--- src/hw/rtl/spi_pkg.sv ---
package spi_pkg;

  localparam int DIV_W = 16;
  localparam int POS_W = 16;
  localparam logic [15:0] CENTRE_POS = 16'd512;

  localparam logic [7:0] HDR_BYTE  = 8'hFF;
  localparam logic [7:0] BCAST_ID  = 8'hFE;
  localparam logic [7:0] PARAM_LEN = 8'd2;

  localparam logic [2:0] OP_SET_ID  = 3'd0;
  localparam logic [2:0] OP_SET_TGT = 3'd1;
  localparam logic [2:0] OP_START   = 3'd2;
  localparam logic [2:0] OP_TICK    = 3'd3;
  localparam logic [2:0] OP_SET_CUR = 3'd4;

  localparam logic [1:0] REG_COUNT = 2'd0;
  localparam logic [1:0] REG_INSTR = 2'd1;
  localparam logic [1:0] REG_GOAL  = 2'd2;

  localparam logic [4:0] COUNT_RST = 5'd0;
  localparam logic [7:0] INSTR_RST = 8'd131;
  localparam logic [7:0] GOAL_RST  = 8'd30;

  typedef enum logic [3:0] {
    SEL_FF0, SEL_FF1, SEL_FE, SEL_LEN, SEL_INS, SEL_REG, SEL_TWO,
    SEL_ID, SEL_LO, SEL_HI, SEL_CSUM
  } sel_t;

  typedef struct packed {
    logic host_wr;
    logic frames_load;
    logic div_step;
    logic step_load;
    logic tick_init;
    logic upd;
    logic fin;
    logic set_interp;
    logic emit;
    sel_t sel;
  } cmd_t;

  typedef struct packed {
    logic div_done;
    logic interp;
    logic out_free;
  } status_t;

endpackage

--- src/hw/rtl/spi_if.sv ---
interface spi_in_if;
  logic        valid;
  logic        ready;
  logic [2:0]  op;
  logic [3:0]  slot;
  logic [7:0]  servo_id;
  logic [11:0] position;
  logic [14:0] duration_ms;
  modport source (output valid, op, slot, servo_id, position, duration_ms, input ready);
  modport sink (input valid, op, slot, servo_id, position, duration_ms, output ready);
endinterface

interface spi_out_if;
  logic       valid;
  logic       ready;
  logic [7:0] tx_byte;
  logic       last_byte;
  logic       moving;
  modport source (output valid, tx_byte, last_byte, moving, input ready);
  modport sink (input valid, tx_byte, last_byte, moving, output ready);
endinterface

--- src/hw/rtl/spi_div.sv ---
module spi_div
  import spi_pkg::*;
(
  input  logic             clk,
  input  logic             rst_n,
  input  logic             go,
  input  logic [DIV_W-1:0] dividend,
  input  logic [DIV_W-1:0] divisor,
  output logic             done,
  output logic [DIV_W-1:0] quot
);

  localparam int CNT_W = $clog2(DIV_W + 1);

  logic [DIV_W:0]   rem_r, rem_nxt;
  logic [DIV_W-1:0] quo_r, quo_nxt;
  logic [DIV_W-1:0] dsr_r;
  logic [CNT_W-1:0] cnt_r;
  logic             busy_r, done_r;
  logic [DIV_W:0]   trial;

  always_comb begin
    trial = {rem_r[DIV_W-1:0], quo_r[DIV_W-1]};
    quo_nxt = {quo_r[DIV_W-2:0], 1'b0};
    rem_nxt = trial;
    if (trial >= {1'b0, dsr_r}) begin
      rem_nxt = trial - {1'b0, dsr_r};
      quo_nxt[0] = 1'b1;
    end
  end

  always_ff @(posedge clk) begin
    if (!rst_n) begin
      busy_r <= 1'b0;
      done_r <= 1'b0;
      cnt_r  <= '0;
    end else begin
      done_r <= 1'b0;
      if (go) begin
        busy_r <= 1'b1;
        cnt_r  <= CNT_W'(DIV_W);
        rem_r  <= '0;
        quo_r  <= dividend;
        dsr_r  <= divisor;
      end else if (busy_r) begin
        rem_r <= rem_nxt;
        quo_r <= quo_nxt;
        cnt_r <= cnt_r - CNT_W'(1);
        if (cnt_r == CNT_W'(1)) begin
          busy_r <= 1'b0;
          done_r <= 1'b1;
        end
      end
    end
  end

  assign done = done_r;
  assign quot = quo_r;

endmodule

--- src/hw/rtl/spi_ctrl.sv ---
module spi_ctrl
  import spi_pkg::*;
#(
  parameter int MAX_SERVOS = 16
) (
  input  logic                           clk,
  input  logic                           rst_n,
  input  logic                           in_valid,
  input  logic [2:0]                     op,
  input  logic [$clog2(MAX_SERVOS+1)-1:0] n,
  input  status_t                        stat,
  output logic                           in_ready,
  output cmd_t                           cmd,
  output logic [((MAX_SERVOS>1)?$clog2(MAX_SERVOS):1)-1:0] idx
);

  localparam int CW = $clog2(MAX_SERVOS + 1);
  localparam int IW = (MAX_SERVOS > 1) ? $clog2(MAX_SERVOS) : 1;

  typedef enum logic [2:0] {
    S_IDLE, S_SGO, S_SDIV, S_UPD, S_FIN, S_EMIT
  } state_t;

  state_t        state_r, state_nxt;
  sel_t          sel_r, sel_nxt;
  logic [IW-1:0] idx_r, idx_nxt;
  logic          last_slot;

  assign last_slot = (CW'(idx_r) == n - CW'(1));
  assign in_ready  = (state_r == S_IDLE);

  always_comb begin
    cmd       = '0;
    cmd.sel   = sel_r;
    state_nxt = state_r;
    sel_nxt   = sel_r;
    idx_nxt   = idx_r;
    unique case (state_r)
      S_IDLE: begin
        if (in_valid) begin
          cmd.host_wr = 1'b1;
          priority case (op)
            OP_START: begin
              cmd.frames_load = 1'b1;
              idx_nxt         = '0;
              if (n == '0) begin
                cmd.set_interp = 1'b1;
              end else begin
                state_nxt = S_SGO;
              end
            end
            OP_TICK: begin
              if (stat.interp) begin
                cmd.tick_init = 1'b1;
                idx_nxt       = '0;
                state_nxt     = (n == '0) ? S_FIN : S_UPD;
              end
            end
            default: ;
          endcase
        end
      end
      S_SGO: begin
        cmd.div_step = 1'b1;
        state_nxt    = S_SDIV;
      end
      S_SDIV: begin
        if (stat.div_done) begin
          cmd.step_load = 1'b1;
          if (last_slot) begin
            cmd.set_interp = 1'b1;
            state_nxt      = S_IDLE;
          end else begin
            idx_nxt   = idx_r + IW'(1);
            state_nxt = S_SGO;
          end
        end
      end
      S_UPD: begin
        cmd.upd = 1'b1;
        if (last_slot) begin
          state_nxt = S_FIN;
        end else begin
          idx_nxt = idx_r + IW'(1);
        end
      end
      S_FIN: begin
        cmd.fin   = 1'b1;
        sel_nxt   = SEL_FF0;
        idx_nxt   = '0;
        state_nxt = S_EMIT;
      end
      S_EMIT: begin
        if (stat.out_free) begin
          cmd.emit = 1'b1;
          unique case (sel_r)
            SEL_FF0: sel_nxt = SEL_FF1;
            SEL_FF1: sel_nxt = SEL_FE;
            SEL_FE:  sel_nxt = SEL_LEN;
            SEL_LEN: sel_nxt = SEL_INS;
            SEL_INS: sel_nxt = SEL_REG;
            SEL_REG: sel_nxt = SEL_TWO;
            SEL_TWO: sel_nxt = (n == '0) ? SEL_CSUM : SEL_ID;
            SEL_ID:  sel_nxt = SEL_LO;
            SEL_LO:  sel_nxt = SEL_HI;
            SEL_HI: begin
              if (last_slot) begin
                sel_nxt = SEL_CSUM;
              end else begin
                sel_nxt = SEL_ID;
                idx_nxt = idx_r + IW'(1);
              end
            end
            SEL_CSUM: state_nxt = S_IDLE;
            default:  state_nxt = S_IDLE;
          endcase
        end
      end
      default: state_nxt = S_IDLE;
    endcase
  end

  always_ff @(posedge clk) begin
    if (!rst_n) begin
      state_r <= S_IDLE;
      sel_r   <= SEL_FF0;
      idx_r   <= '0;
    end else begin
      state_r <= state_nxt;
      sel_r   <= sel_nxt;
      idx_r   <= idx_nxt;
    end
  end

  assign idx = idx_r;

endmodule

--- src/hw/rtl/spi_dp.sv ---
module spi_dp
  import spi_pkg::*;
#(
  parameter int MAX_SERVOS     = 16,
  parameter int POSITION_SHIFT = 3,
  parameter int FRAME_MS       = 33
) (
  input  logic                            clk,
  input  logic                            rst_n,
  input  cmd_t                            cmd,
  input  logic [((MAX_SERVOS>1)?$clog2(MAX_SERVOS):1)-1:0] idx,
  input  logic [$clog2(MAX_SERVOS+1)-1:0] n,
  input  logic [2:0]                      op,
  input  logic [3:0]                      slot,
  input  logic [7:0]                      servo_id,
  input  logic [11:0]                     position,
  input  logic [14:0]                     duration_ms,
  input  logic [7:0]                      instr,
  input  logic [7:0]                      goal,
  input  logic                            out_ready,
  output status_t                         stat,
  output logic                            out_valid,
  output logic [7:0]                      tx_byte,
  output logic                            last_byte,
  output logic                            moving
);

  localparam int CW = $clog2(MAX_SERVOS + 1);
  localparam int IW = (MAX_SERVOS > 1) ? $clog2(MAX_SERVOS) : 1;

  // frame count by reciprocal multiply, exact for 15-bit durations
  localparam int FR_SH = 15 + $clog2(FRAME_MS);
  localparam logic [16:0] FR_MUL =
    17'(((64'd1 << FR_SH) + 64'(FRAME_MS) - 64'd1) / 64'(FRAME_MS));

  logic [7:0]       ids_r  [MAX_SERVOS];
  logic [POS_W-1:0] cur_r  [MAX_SERVOS];
  logic [POS_W-1:0] tgt_r  [MAX_SERVOS];
  logic [POS_W-1:0] step_r [MAX_SERVOS];

  logic [DIV_W-1:0] frames_r;
  logic [CW-1:0]    done_r;
  logic             interp_r;
  logic [7:0]       sum_r;
  logic             oval_r, olast_r, omov_r;
  logic [7:0]       obyte_r;

  logic             slot_ok;
  logic [IW-1:0]    widx;
  logic [POS_W-1:0] cur, tgt, st, gap, cur_nxt, pos_s, wpos;
  logic             slot_done;
  logic             div_go, div_done;
  logic [DIV_W-1:0] div_a, div_b, quot;
  logic [31:0]      fr_prod;
  logic [DIV_W-1:0] frames_c;
  logic [7:0]       byte_c, len;

  assign slot_ok = (5'(slot) < 5'(MAX_SERVOS));
  assign widx    = IW'(slot);
  assign wpos    = POS_W'(position) << POSITION_SHIFT;

  assign cur = cur_r[idx];
  assign tgt = tgt_r[idx];
  assign st  = step_r[idx];
  assign gap = (tgt > cur) ? (tgt - cur) : (cur - tgt);

  always_comb begin
    cur_nxt   = cur;
    slot_done = 1'b0;
    if (cur == tgt) begin
      slot_done = 1'b1;
    end else if (gap < st) begin
      cur_nxt   = tgt;
      slot_done = 1'b1;
    end else if (tgt > cur) begin
      cur_nxt = cur + st;
    end else begin
      cur_nxt = cur - st;
    end
  end

  assign fr_prod  = 32'(duration_ms) * 32'(FR_MUL);
  assign frames_c = DIV_W'(fr_prod >> FR_SH) + DIV_W'(1);

  assign div_go = cmd.div_step;
  assign div_a  = gap;
  assign div_b  = frames_r;

  spi_div u_div (
    .clk      (clk),
    .rst_n    (rst_n),
    .go       (div_go),
    .dividend (div_a),
    .divisor  (div_b),
    .done     (div_done),
    .quot     (quot)
  );

  assign pos_s = cur >> POSITION_SHIFT;
  assign len   = 8'd4 + 8'(n) * 8'd3;

  always_comb begin
    unique case (cmd.sel)
      SEL_FF0:  byte_c = HDR_BYTE;
      SEL_FF1:  byte_c = HDR_BYTE;
      SEL_FE:   byte_c = BCAST_ID;
      SEL_LEN:  byte_c = len;
      SEL_INS:  byte_c = instr;
      SEL_REG:  byte_c = goal;
      SEL_TWO:  byte_c = PARAM_LEN;
      SEL_ID:   byte_c = ids_r[idx];
      SEL_LO:   byte_c = pos_s[7:0];
      SEL_HI:   byte_c = pos_s[15:8];
      SEL_CSUM: byte_c = ~sum_r;
      default:  byte_c = ~sum_r;
    endcase
  end

  always_ff @(posedge clk) begin
    if (!rst_n) begin
      for (int i = 0; i < MAX_SERVOS; i++) begin
        ids_r[i] <= 8'(i + 1);
        cur_r[i] <= CENTRE_POS << POSITION_SHIFT;
        tgt_r[i] <= CENTRE_POS << POSITION_SHIFT;
      end
    end else begin
      if (cmd.host_wr && slot_ok) begin
        priority case (op)
          OP_SET_ID:  ids_r[widx] <= servo_id;
          OP_SET_TGT: tgt_r[widx] <= wpos;
          OP_SET_CUR: cur_r[widx] <= wpos;
          default: ;
        endcase
      end
      if (cmd.upd) begin
        cur_r[idx] <= cur_nxt;
      end
    end
  end

  always_ff @(posedge clk) begin
    if (cmd.step_load) begin
      step_r[idx] <= quot + DIV_W'(1);
    end
    if (cmd.frames_load) begin
      frames_r <= frames_c;
    end
  end

  always_ff @(posedge clk) begin
    if (!rst_n) begin
      interp_r <= 1'b0;
      done_r   <= '0;
      sum_r    <= '0;
      oval_r   <= 1'b0;
    end else begin
      if (cmd.set_interp) begin
        interp_r <= 1'b1;
      end
      if (cmd.tick_init) begin
        done_r <= '0;
      end else if (cmd.upd && slot_done) begin
        done_r <= done_r + CW'(1);
      end
      if (cmd.fin) begin
        sum_r <= '0;
        if (done_r >= n) begin
          interp_r <= 1'b0;
        end
      end
      if (cmd.emit) begin
        oval_r  <= 1'b1;
        obyte_r <= byte_c;
        olast_r <= (cmd.sel == SEL_CSUM);
        omov_r  <= interp_r;
        if (cmd.sel != SEL_FF0 && cmd.sel != SEL_FF1 && cmd.sel != SEL_CSUM) begin
          sum_r <= sum_r + byte_c;
        end
      end else if (out_ready) begin
        oval_r <= 1'b0;
      end
    end
  end

  assign stat.div_done = div_done;
  assign stat.interp   = interp_r;
  assign stat.out_free = !oval_r || out_ready;

  assign out_valid = oval_r;
  assign tx_byte   = obyte_r;
  assign last_byte = olast_r;
  assign moving    = omov_r;

endmodule

--- src/hw/rtl/servo_pose_interpolator.sv ---
// servo pose interpolator with sync-write packet output
// in_ch carries one command item: set id, set target, set current, start or
// frame tick. out_ch carries one packet byte per item, with last_byte on the
// checksum and moving giving the interpolation flag after the frame.
// set id, target and current are written as the item is accepted.
// start takes the frame count from a reciprocal multiply as the item is
// accepted, then one iterative divider, one quotient bit a cycle, gives
// each of the n active slots its step in turn.
// a frame tick while moving updates the slots one at a time, then emits
// 8 + 3*n bytes at one byte per cycle while the receiver takes them;
// no item is accepted until the checksum is in the output register.
// a stalled receiver holds the output register and pauses the byte stream.
// reset puts ids at slot index plus one, all poses at centre and
// interpolation off; registers are written over the apb port at 4*index.
module servo_pose_interpolator
  import spi_pkg::*;
#(
  parameter int MAX_SERVOS     = 16,
  parameter int POSITION_SHIFT = 3,
  parameter int FRAME_MS       = 33
) (
  input  logic        clk,
  input  logic        rst_n,
  spi_in_if.sink      in_ch,
  spi_out_if.source   out_ch,
  input  logic        psel,
  input  logic        penable,
  input  logic        pwrite,
  input  logic [3:0]  paddr,
  input  logic [31:0] pwdata,
  output logic [31:0] prdata,
  output logic        pready
);

  localparam int CW = $clog2(MAX_SERVOS + 1);
  localparam int IW = (MAX_SERVOS > 1) ? $clog2(MAX_SERVOS) : 1;

  logic [4:0]    count_r;
  logic [7:0]    instr_r, goal_r;
  logic [CW-1:0] n;
  logic [IW-1:0] idx;
  cmd_t          cmd;
  status_t       stat;
  logic          wr_en;

  assign pready = 1'b1;
  assign wr_en  = psel && penable && pwrite && pready;

  always_ff @(posedge clk) begin
    if (!rst_n) begin
      count_r <= COUNT_RST;
      instr_r <= INSTR_RST;
      goal_r  <= GOAL_RST;
    end else if (wr_en) begin
      priority case (paddr[3:2])
        REG_COUNT: count_r <= pwdata[4:0];
        REG_INSTR: instr_r <= pwdata[7:0];
        REG_GOAL:  goal_r  <= pwdata[7:0];
        default: ;
      endcase
    end
  end

  always_comb begin
    priority case (paddr[3:2])
      REG_COUNT: prdata = 32'(count_r);
      REG_INSTR: prdata = 32'(instr_r);
      REG_GOAL:  prdata = 32'(goal_r);
      default:   prdata = '0;
    endcase
  end

  assign n = (count_r < 5'(MAX_SERVOS)) ? count_r[CW-1:0] : CW'(MAX_SERVOS);

  spi_ctrl #(.MAX_SERVOS(MAX_SERVOS)) u_ctrl (
    .clk      (clk),
    .rst_n    (rst_n),
    .in_valid (in_ch.valid),
    .op       (in_ch.op),
    .n        (n),
    .stat     (stat),
    .in_ready (in_ch.ready),
    .cmd      (cmd),
    .idx      (idx)
  );

  spi_dp #(
    .MAX_SERVOS     (MAX_SERVOS),
    .POSITION_SHIFT (POSITION_SHIFT),
    .FRAME_MS       (FRAME_MS)
  ) u_dp (
    .clk         (clk),
    .rst_n       (rst_n),
    .cmd         (cmd),
    .idx         (idx),
    .n           (n),
    .op          (in_ch.op),
    .slot        (in_ch.slot),
    .servo_id    (in_ch.servo_id),
    .position    (in_ch.position),
    .duration_ms (in_ch.duration_ms),
    .instr       (instr_r),
    .goal        (goal_r),
    .out_ready   (out_ch.ready),
    .stat        (stat),
    .out_valid   (out_ch.valid),
    .tx_byte     (out_ch.tx_byte),
    .last_byte   (out_ch.last_byte),
    .moving      (out_ch.moving)
  );

endmodule

--- src/flat_wrapper.sv ---
// flat-port wrapper written by rule: the top's interface ports become plain ports
module servo_pose_interpolator_flat import spi_pkg::*;
#(
  parameter int MAX_SERVOS     = 16,
  parameter int POSITION_SHIFT = 3,
  parameter int FRAME_MS       = 33
)
  (clk, rst_n, psel, penable, pwrite, paddr, pwdata, prdata, pready, in_ch_valid, in_ch_op, in_ch_slot, in_ch_servo_id, in_ch_position, in_ch_duration_ms, in_ch_ready, out_ch_valid, out_ch_tx_byte, out_ch_last_byte, out_ch_moving, out_ch_ready);
  spi_in_if in_ch_i ();
  spi_out_if out_ch_i ();
  input  logic clk;
  input  logic rst_n;
  input  logic psel;
  input  logic penable;
  input  logic pwrite;
  input  logic [3:0] paddr;
  input  logic [31:0] pwdata;
  output logic [31:0] prdata;
  output logic pready;
  input wire logic [$bits(in_ch_i.valid)-1:0] in_ch_valid;
  input wire logic [$bits(in_ch_i.op)-1:0] in_ch_op;
  input wire logic [$bits(in_ch_i.slot)-1:0] in_ch_slot;
  input wire logic [$bits(in_ch_i.servo_id)-1:0] in_ch_servo_id;
  input wire logic [$bits(in_ch_i.position)-1:0] in_ch_position;
  input wire logic [$bits(in_ch_i.duration_ms)-1:0] in_ch_duration_ms;
  output wire logic [$bits(in_ch_i.ready)-1:0] in_ch_ready;
  output wire logic [$bits(out_ch_i.valid)-1:0] out_ch_valid;
  output wire logic [$bits(out_ch_i.tx_byte)-1:0] out_ch_tx_byte;
  output wire logic [$bits(out_ch_i.last_byte)-1:0] out_ch_last_byte;
  output wire logic [$bits(out_ch_i.moving)-1:0] out_ch_moving;
  input wire logic [$bits(out_ch_i.ready)-1:0] out_ch_ready;
  assign in_ch_i.valid = in_ch_valid;
  assign in_ch_i.op = in_ch_op;
  assign in_ch_i.slot = in_ch_slot;
  assign in_ch_i.servo_id = in_ch_servo_id;
  assign in_ch_i.position = in_ch_position;
  assign in_ch_i.duration_ms = in_ch_duration_ms;
  assign in_ch_ready = in_ch_i.ready;
  assign out_ch_valid = out_ch_i.valid;
  assign out_ch_tx_byte = out_ch_i.tx_byte;
  assign out_ch_last_byte = out_ch_i.last_byte;
  assign out_ch_moving = out_ch_i.moving;
  assign out_ch_i.ready = out_ch_ready;
  servo_pose_interpolator #(.MAX_SERVOS(MAX_SERVOS), .POSITION_SHIFT(POSITION_SHIFT), .FRAME_MS(FRAME_MS)) u_core (.clk(clk), .rst_n(rst_n), .in_ch(in_ch_i), .out_ch(out_ch_i), .psel(psel), .penable(penable), .pwrite(pwrite), .paddr(paddr), .pwdata(pwdata), .prdata(prdata), .pready(pready));
endmodule
--- config.mk ---
export PLATFORM = sky130hd
export DESIGN_NAME = servo_pose_interpolator_flat
export DESIGN_NICKNAME = d
export VERILOG_FILES = /design/src/hw/rtl/spi_pkg.sv /design/src/hw/rtl/spi_if.sv /design/src/hw/rtl/spi_div.sv /design/src/hw/rtl/spi_ctrl.sv /design/src/hw/rtl/spi_dp.sv /design/src/hw/rtl/servo_pose_interpolator.sv /design/src/flat_wrapper.sv
export SDC_FILE = /design/constraint.sdc
export NUM_CORES = 2
export LEC_CHECK = 0
export ABC_AREA = 1
export BUFFER_PORTS_ARGS = -buffer_cell sky130_fd_sc_hd__buf_2
export CAP_MARGIN = 40
export CORE_MARGIN = 1.5
export CORE_UTILIZATION = 64
export DETAILED_ROUTE_END_ITERATION = 12
export PLACE_DENSITY = 0.81
export SYNTH_ARGS = -nofsm -noshare
export SYNTH_HDL_FRONTEND = slang
export SYNTH_HIERARCHICAL = 1
export SYNTH_SLANG_ARGS = --single-unit
--- constraint.sdc ---
create_clock -name clk -period 7.6 [get_ports clk]
set_clock_uncertainty 0.2 [all_clocks]
set_input_delay 0 -clock clk [delete_from_list [all_inputs] [get_ports clk]]
set_output_delay 0 -clock clk [all_outputs]
set_load 0.02 [all_outputs]
Word level (Yosys, flattened, before mapping)
Memory sizes are Yosys's and may differ from the RTL's. A register that Yosys moved wholly into a read port is not among the register bits.
Index checks and enable logic that the tools add are counted.
{"block": "word_totals", "ff_bits": 128, "ramBits": 832, "n_memories": 4}
{"block": "op_classes", "n_addsub": 13, "mul": 2, "n_lt_le_gt_ge": 5, "n_eq_ne": 36, "mux": 110, "n_bitwise": 3, "reduce_logical": 35}
{"memory": "u_core.u_dp.cur_r", "depth": 16, "word_bits": 16, "rd": 1, "rd_ports_with_merged_regs": 1, "write_ports": 16, "line_no": "spi_dp.sv:37", "text": "logic [POS_W-1:0] cur_r [MAX_SERVOS];"}
{"memory": "u_core.u_dp.step_r", "depth": 16, "word_bits": 16, "rd": 1, "rd_ports_with_merged_regs": 1, "write_ports": 1, "line_no": "spi_dp.sv:39", "text": "logic [POS_W-1:0] step_r [MAX_SERVOS];"}
{"memory": "u_core.u_dp.tgt_r", "depth": 16, "word_bits": 12, "rd": 1, "rd_ports_with_merged_regs": 1, "write_ports": 16, "line_no": "spi_dp.sv:38", "text": "logic [POS_W-1:0] tgt_r [MAX_SERVOS];"}
{"memory": "u_core.u_dp.ids_r", "depth": 16, "word_bits": 8, "rd": 1, "rd_ports_with_merged_regs": 1, "write_ports": 16, "line_no": "spi_dp.sv:36", "text": "logic [7:0] ids_r [MAX_SERVOS];"}
{"operator": "two-way mux 16 bit", "count": 10}
{"operator": "two-way mux 4 bit", "count": 21}
{"operator": "one-hot mux 8 bit (9 select lines)", "count": 1}
{"operator": "subtractor 16 bit", "count": 4}
{"operator": "two-way mux 1 bit", "count": 52}
{"operator": "one-hot mux 4 bit (10 select lines)", "count": 1}
{"operator": "two-way mux 8 bit", "count": 4}
{"operator": "OR reduction 16 bit", "count": 2}
{"operator": "multiplier 15 x 16 -> 31 bit, second input constant", "count": 1}
{"operator": "two-way mux 3 bit", "count": 8}
{"operator": "one-hot mux 8 bit (3 select lines)", "count": 1}
{"operator": "one-hot mux 4 bit (5 select lines)", "count": 1}
{"operator": "one-hot mux 3 bit (6 select lines)", "count": 1}
{"operator": ">= comparator 17 x 16 -> 1 bit", "count": 1}
{"operator": "adder 16 x 1 -> 16 bit, second input constant", "count": 1}
{"operator": "adder 16 bit", "count": 1}
{"operator": "equality test 16 bit", "count": 1}
{"operator": "equality test 4 x 3 -> 1 bit, second input constant", "count": 4}
{"operator": "greater-than comparator 16 bit", "count": 1}
{"operator": "< comparator 16 bit", "count": 1}
{"operator": "one-hot mux 4 bit (2 select lines)", "count": 2}
{"operator": "two-way mux 5 bit", "count": 3}
{"operator": "equality test 3 x 2 -> 1 bit, second input constant", "count": 4}
{"operator": "equality test 4 bit, second input constant", "count": 3}
{"operator": "other kinds (49)", "count": 75}

Depth between registers and ports, before layout
{"block": "depth", "depth_word": 10, "ltp_mapped": 44}

Modules after synthesis
Netlist, hierarchy kept.
{"module": "spi_dp", "instances": 1, "cells_per_inst": 4734, "area_each_um2": 46787.4, "seq_area_each_um2": 25914.9}
{"module": "spi_div", "instances": 1, "cells_per_inst": 445, "area_each_um2": 3477.1, "seq_area_each_um2": 1581.5}
{"module": "servo_pose_interpolator", "instances": 1, "cells_per_inst": 188, "area_each_um2": 1260.0, "seq_area_each_um2": 420.4}
{"module": "spi_ctrl", "instances": 1, "cells_per_inst": 188, "area_each_um2": 1064.8, "seq_area_each_um2": 220.2}

Worst setup path after synthesis
Ideal clock, no wire load.
{"block": "synth_timing", "kind": "flip-flop to flip-flop", "startpoint": "reg u_core.u_ctrl.idx_r[0], in the netlist u_core/u_ctrl/idx[0]", "endpoint": "mem u_core.u_dp.cur_r[10][10] (data pin)", "setup_time_ps": 269, "t_arrival_ps": 5460, "t_required_ps": 7131, "path_slack_ps": 1672, "stages_incl_launch_ff": 40, "synth_period_minus_slack_ps": 5928, "path_cell_list": "dfxtp_1 buf_6 nand2_8 inv_2 buf_6 buf_6 buf_2 buf_2 a22oi_1 nand2_1 nand2_1 nand4_1 inv_1 ha_1 buf_2 nand2_1 nor2_1 inv_1 (+4 left out) nand2_2 nand2_4 buf_2 nand2_1 o21ai_0 fa_1 nand3_1 nand3_1 a21boi_0 o21ai_0 a21oi_1 xor2_1 nand2_1 o211ai_1 o21ai_2 buf_4 nand2_1 o21ai_0"}
{"item": "from (decl)", "line_no": "spi_ctrl.sv:26", "text": "logic [IW-1:0] idx_r, idx_nxt;"}
{"item": "from (signal assigned)", "line_no": "spi_ctrl.sv:131", "text": "idx_r <= idx_nxt;"}
{"item": "to (decl)", "line_no": "spi_dp.sv:37"}

==> run_results.csv <==
group,metric,value,unit
final_layout,nNetsFinal,6059,
floorplan,fp.dieH,290,um
route,vias,42300,
yosys,yosys.area.top_type,"edfxtp_1",
final_layout,multi_input_comb_area,20800,um^2
final_layout,final_common_cell,"nand2_1",
floorplan,core_region_area,80900,um^2
clocking,cts-resized-gates,0,
clocking,cts_buffers,98,
floorplan,ios,130,
final_layout,drive_gt1_share,8.69,%
yosys,synth.distinct_cells,73,
final_layout,fill_cells,5596,
place,port-buffer-count,78,
route,dr.pass1.iters,8,
grt,grt_use_total,35.0,%
place,dp.cells,6570,
worst_setup_path,start_kind,"flop",
timing,setup_violations,0,
clocking,cts_root_buffer,"clkbuf_16",
floorplan,die-area,83900,um^2
worst_hold_path,hold_end,"u_core/goal_r[5]",
yosys,syn_area,52600,um^2
timing,tightest_slew,0.983,ns
worst_setup_path,reg2reg_to,"u_core/u_dp/cur_r[13][10]",
worst_setup_path,worst-setup-path-type,"reg -> reg",
yosys,yosys_warnings,6,
yosys,synth_ff_type,"edfxtp_1",
timing,max_freq,0.141,GHz
timing,max_slew_margin,33.8,%
yosys,synth_area_leaders,"edfxtp_1, nand2_1, ha_1",
clocking,htreeDepth,3,
worst_setup_path,reg2reg_depth,30,
pwr,leakagePower,23.9,nW
worst_setup_path,worstSetupEndpointType,"flop",
clocking,path_clk_slew,0.06,ns
clocking,cts_sinks,955,
route,drtIter0Drc,5405,
yosys,yosysTopAreaCellShare,51.4,%
timing,min_period,7.11,ns
route,drt-total-wl,149000,um
final_layout,final_cell_mix,"nand2_1, edfxtp_1, nor2_1, inv_1, a22oi_1",
yosys,async_flop_share,0,%
final_layout,area_growth,10.5,%
worst_setup_path,reg2reg_slack,0.49,ns
worst_setup_path,crit_slowest_cell,"dfxtp_2",
grt,grt_start_max_net_pins,85,
clocking,clk_path_buf_depth,3,
floorplan,initial_core_util,65.0,%
pwr,power_density,383,nW/um^2
grt,grt_pass1_vias,40900,
yosys,synth_edf_count,901,
worst_setup_path,arrival,7.29,ns
route,remaining_drc_errors,0,
final_layout,seq_area,28100,um^2
route,avgRoutedWirePerCell,21.7,um
worst_hold_path,hold_class,"in -> reg",
timing,timing.final.crit_share,93.5,%
yosys,avgSynthCellArea,9.47,um^2
clocking,cts_tree,"yes",
worst_setup_path,crit_path_start,"u_core/u_ctrl/idx[1]",
pwr,ir_drop,726,uV
route,wl_met2,70700,um
worst_hold_path,min-delay-start,"pwdata[5]",
grt,antenna_found_initial,1,
worst_hold_path,hold_depth,6,
route,vias_per_cell,6.18,
place,dp_hpwl,99000,um
yosys,synth_seq_cells,955,
grt,overflow,0,
route,topRoutingLayerUsed,"met5",
clocking,post-cts-setup-buffer-count,0,
run_status,outcome,"completed",
floorplan,fp.dieW,290,um
worst_setup_path,timing.rr.start,"u_core/u_ctrl/idx[1]",
route,antenna_left,0,
floorplan,rows,104,
timing,setup_tns,0,ns
timing,rsz0062_at_grt,"no",
clocking,clk_latency,0.70,ns
timing,hold_violations,0,
route,met3_wirelength,17400,um
timing,drv_slew,0,
worst_setup_path,critPathRequiredTime,7.79,ns
route,drt-met1-wl,53800,um
clocking,hold_buffers,83,
worst_setup_path,critPathMaxFanout,67,
job,drv_cap,0,
grt,grt_pass1_wl,225000,um
worst_setup_path,max_stage_delay,0.58,ns
final_layout,fin_cells,6837,
yosys,synth_cells,5555,
yosys,ys_seq_area_share,53.5,%
worst_setup_path,cp_common_cell,"nand2_1",
place,gp_congestion,0.982,
pwr,power,22.2,mW
worst max-delay path, delay by kind of cell (launching register included):
family	cells	cell delay [ns]
AOI/OAI and AO/OA	10	1.98
xor gates and xnor gates	2	0.40
adders and majority gates	2	0.74
buffers and inverters	3	1.13
DFF	1	0.58
and+or+nand+nor	13	1.72
synthesized netlist by cell type, types with 12 or more instances:
library cell  instances
o22ai_1              17
nand3_1             160
clkinv_1             13
buf_2                78
nor2_4               24
buf_4                53
nand2_2              22
o21ai_0             193
nor2_2               16
inv_2                38
a22oi_1             305
o211ai_1             13
inv_1               531
nand3b_1             14
xor2_1               59
clkbuf_1             97
xnor2_1              19
a21o_1               12
dfxtp_1              54
nand2_1            1567
ha_1                203
nor2_1              631
fa_1                 78
o21ai_1              21
buf_6                42
nand4_1              57
nor3_1               52
edfxtp_1            901
a21oi_1             162
per-layer routing:
| layer | GRT usage (%) | vias to the layer above |
|---|---|---|
| met2 | 58.0 | 2831 |
| met4 | 15.3 | 2 |
| met5 | 0 | - |
| li1 | - | 18900 |
| met3 | 6.45 | 518 |
| met1 | 45.2 | 20000 |
power breakdown:
group / total [mW] / internal [mW] / switching [mW]
Sequential: 6.39 / 6.25 / 0.141
Clock: 4.68 / 2.59 / 2.08
Combinational: 11.2 / 3.36 / 7.81
per-stage QoR:
| step | util (%) | setup WS, ns | instance area, um^2 | hold slack (ns) |
|---|---|---|---|---|
| 6_report | 71.8 | 0.494 | 58100 | 0.0491 |
| 5_1_grt | 71.8 | 0.223 | 58100 | 0.0882 |
| 4_1_cts | 71.8 | 0.741 | 58100 | 0.0161 |
| 3_5_place_dp | 66.9 | 0.827 | 54200 | 0.0344 |
| 3_3_place_gp | 66.2 | 0.896 | 53600 | 0.0379 |
| 2_1_floorplan | - | 1.67 | 52700 | -0.0795 |
cell families (layout without fill, tap and decap cells):
logic type / Yosys count / in the layout / synth area share, %
and+or+nand+nor: 2585 / 2585 / 20.4
DFF: 955 / 955 / 53.5
buffers and inverters: 858 / 1051 / 7.34
AOI/OAI and AO/OA: 794 / 794 / 9.66
adders and majority gates: 281 / 281 / 7.80
xor gates and xnor gates: 78 / 78 / 1.30
other: 3 / 32 / 0.0214
muxes: 1 / 1 / 0.0190
worst max path at each step:
| stage | end | slack [ns] | cells after the start |
|---|---|---|---|
| after floorplan | u_core/u_dp/cur_r[10][10] | 1.67 | 39 |
| after global placement | u_core/u_dp/cur_r[12][11] | 0.90 | 31 |
| after detailed placement | u_core/u_dp/cur_r[11][10] | 0.83 | 30 |
| after CTS | u_core/u_dp/cur_r[13][10] | 0.74 | 30 |
| after global routing | u_core/u_dp/cur_r[2][10] | 0.22 | 32 |
| final | u_core/u_dp/cur_r[13][10] | 0.49 | 30 |
final cells by class:
cell class / count / share of cell area (%)
flip-flops and latches: 955 / 48.4
diodes: 2 / 0.00861
clock buffers: 125 / 4.43
multi-input cells: 3769 / 35.8
repair buffers: 285 / 4.30
inverters: 584 / 3.79
well taps: 1060 / 2.28
clock inverters: 57 / 0.941
flip-flops by register name, summed over array words and instances, names as in the netlist, 3 cells and up:
name	flops
u_core/u_dp/cur_r	256
u_core/u_dp/step_r	256
u_core/u_dp/tgt_r	192
u_core/u_dp/ids_r	128
u_core/u_dp/u_div/dsr_r	16
u_core/u_dp/u_div/quot	16
u_core/u_dp/u_div/rem_r	16
u_core/u_dp/div_b	11
u_core/goal_r	8
u_core/instr_r	8
u_core/u_dp/sum_r	8
u_core/u_dp/tx_byte	8
u_core/count_r	5
u_core/u_dp/done_r	5
u_core/u_dp/u_div/cnt_r	5
u_core/u_ctrl/idx	4
u_core/u_ctrl/sel_r	4
u_core/u_ctrl/state_r	3
(Power assumes the default switching activity.)
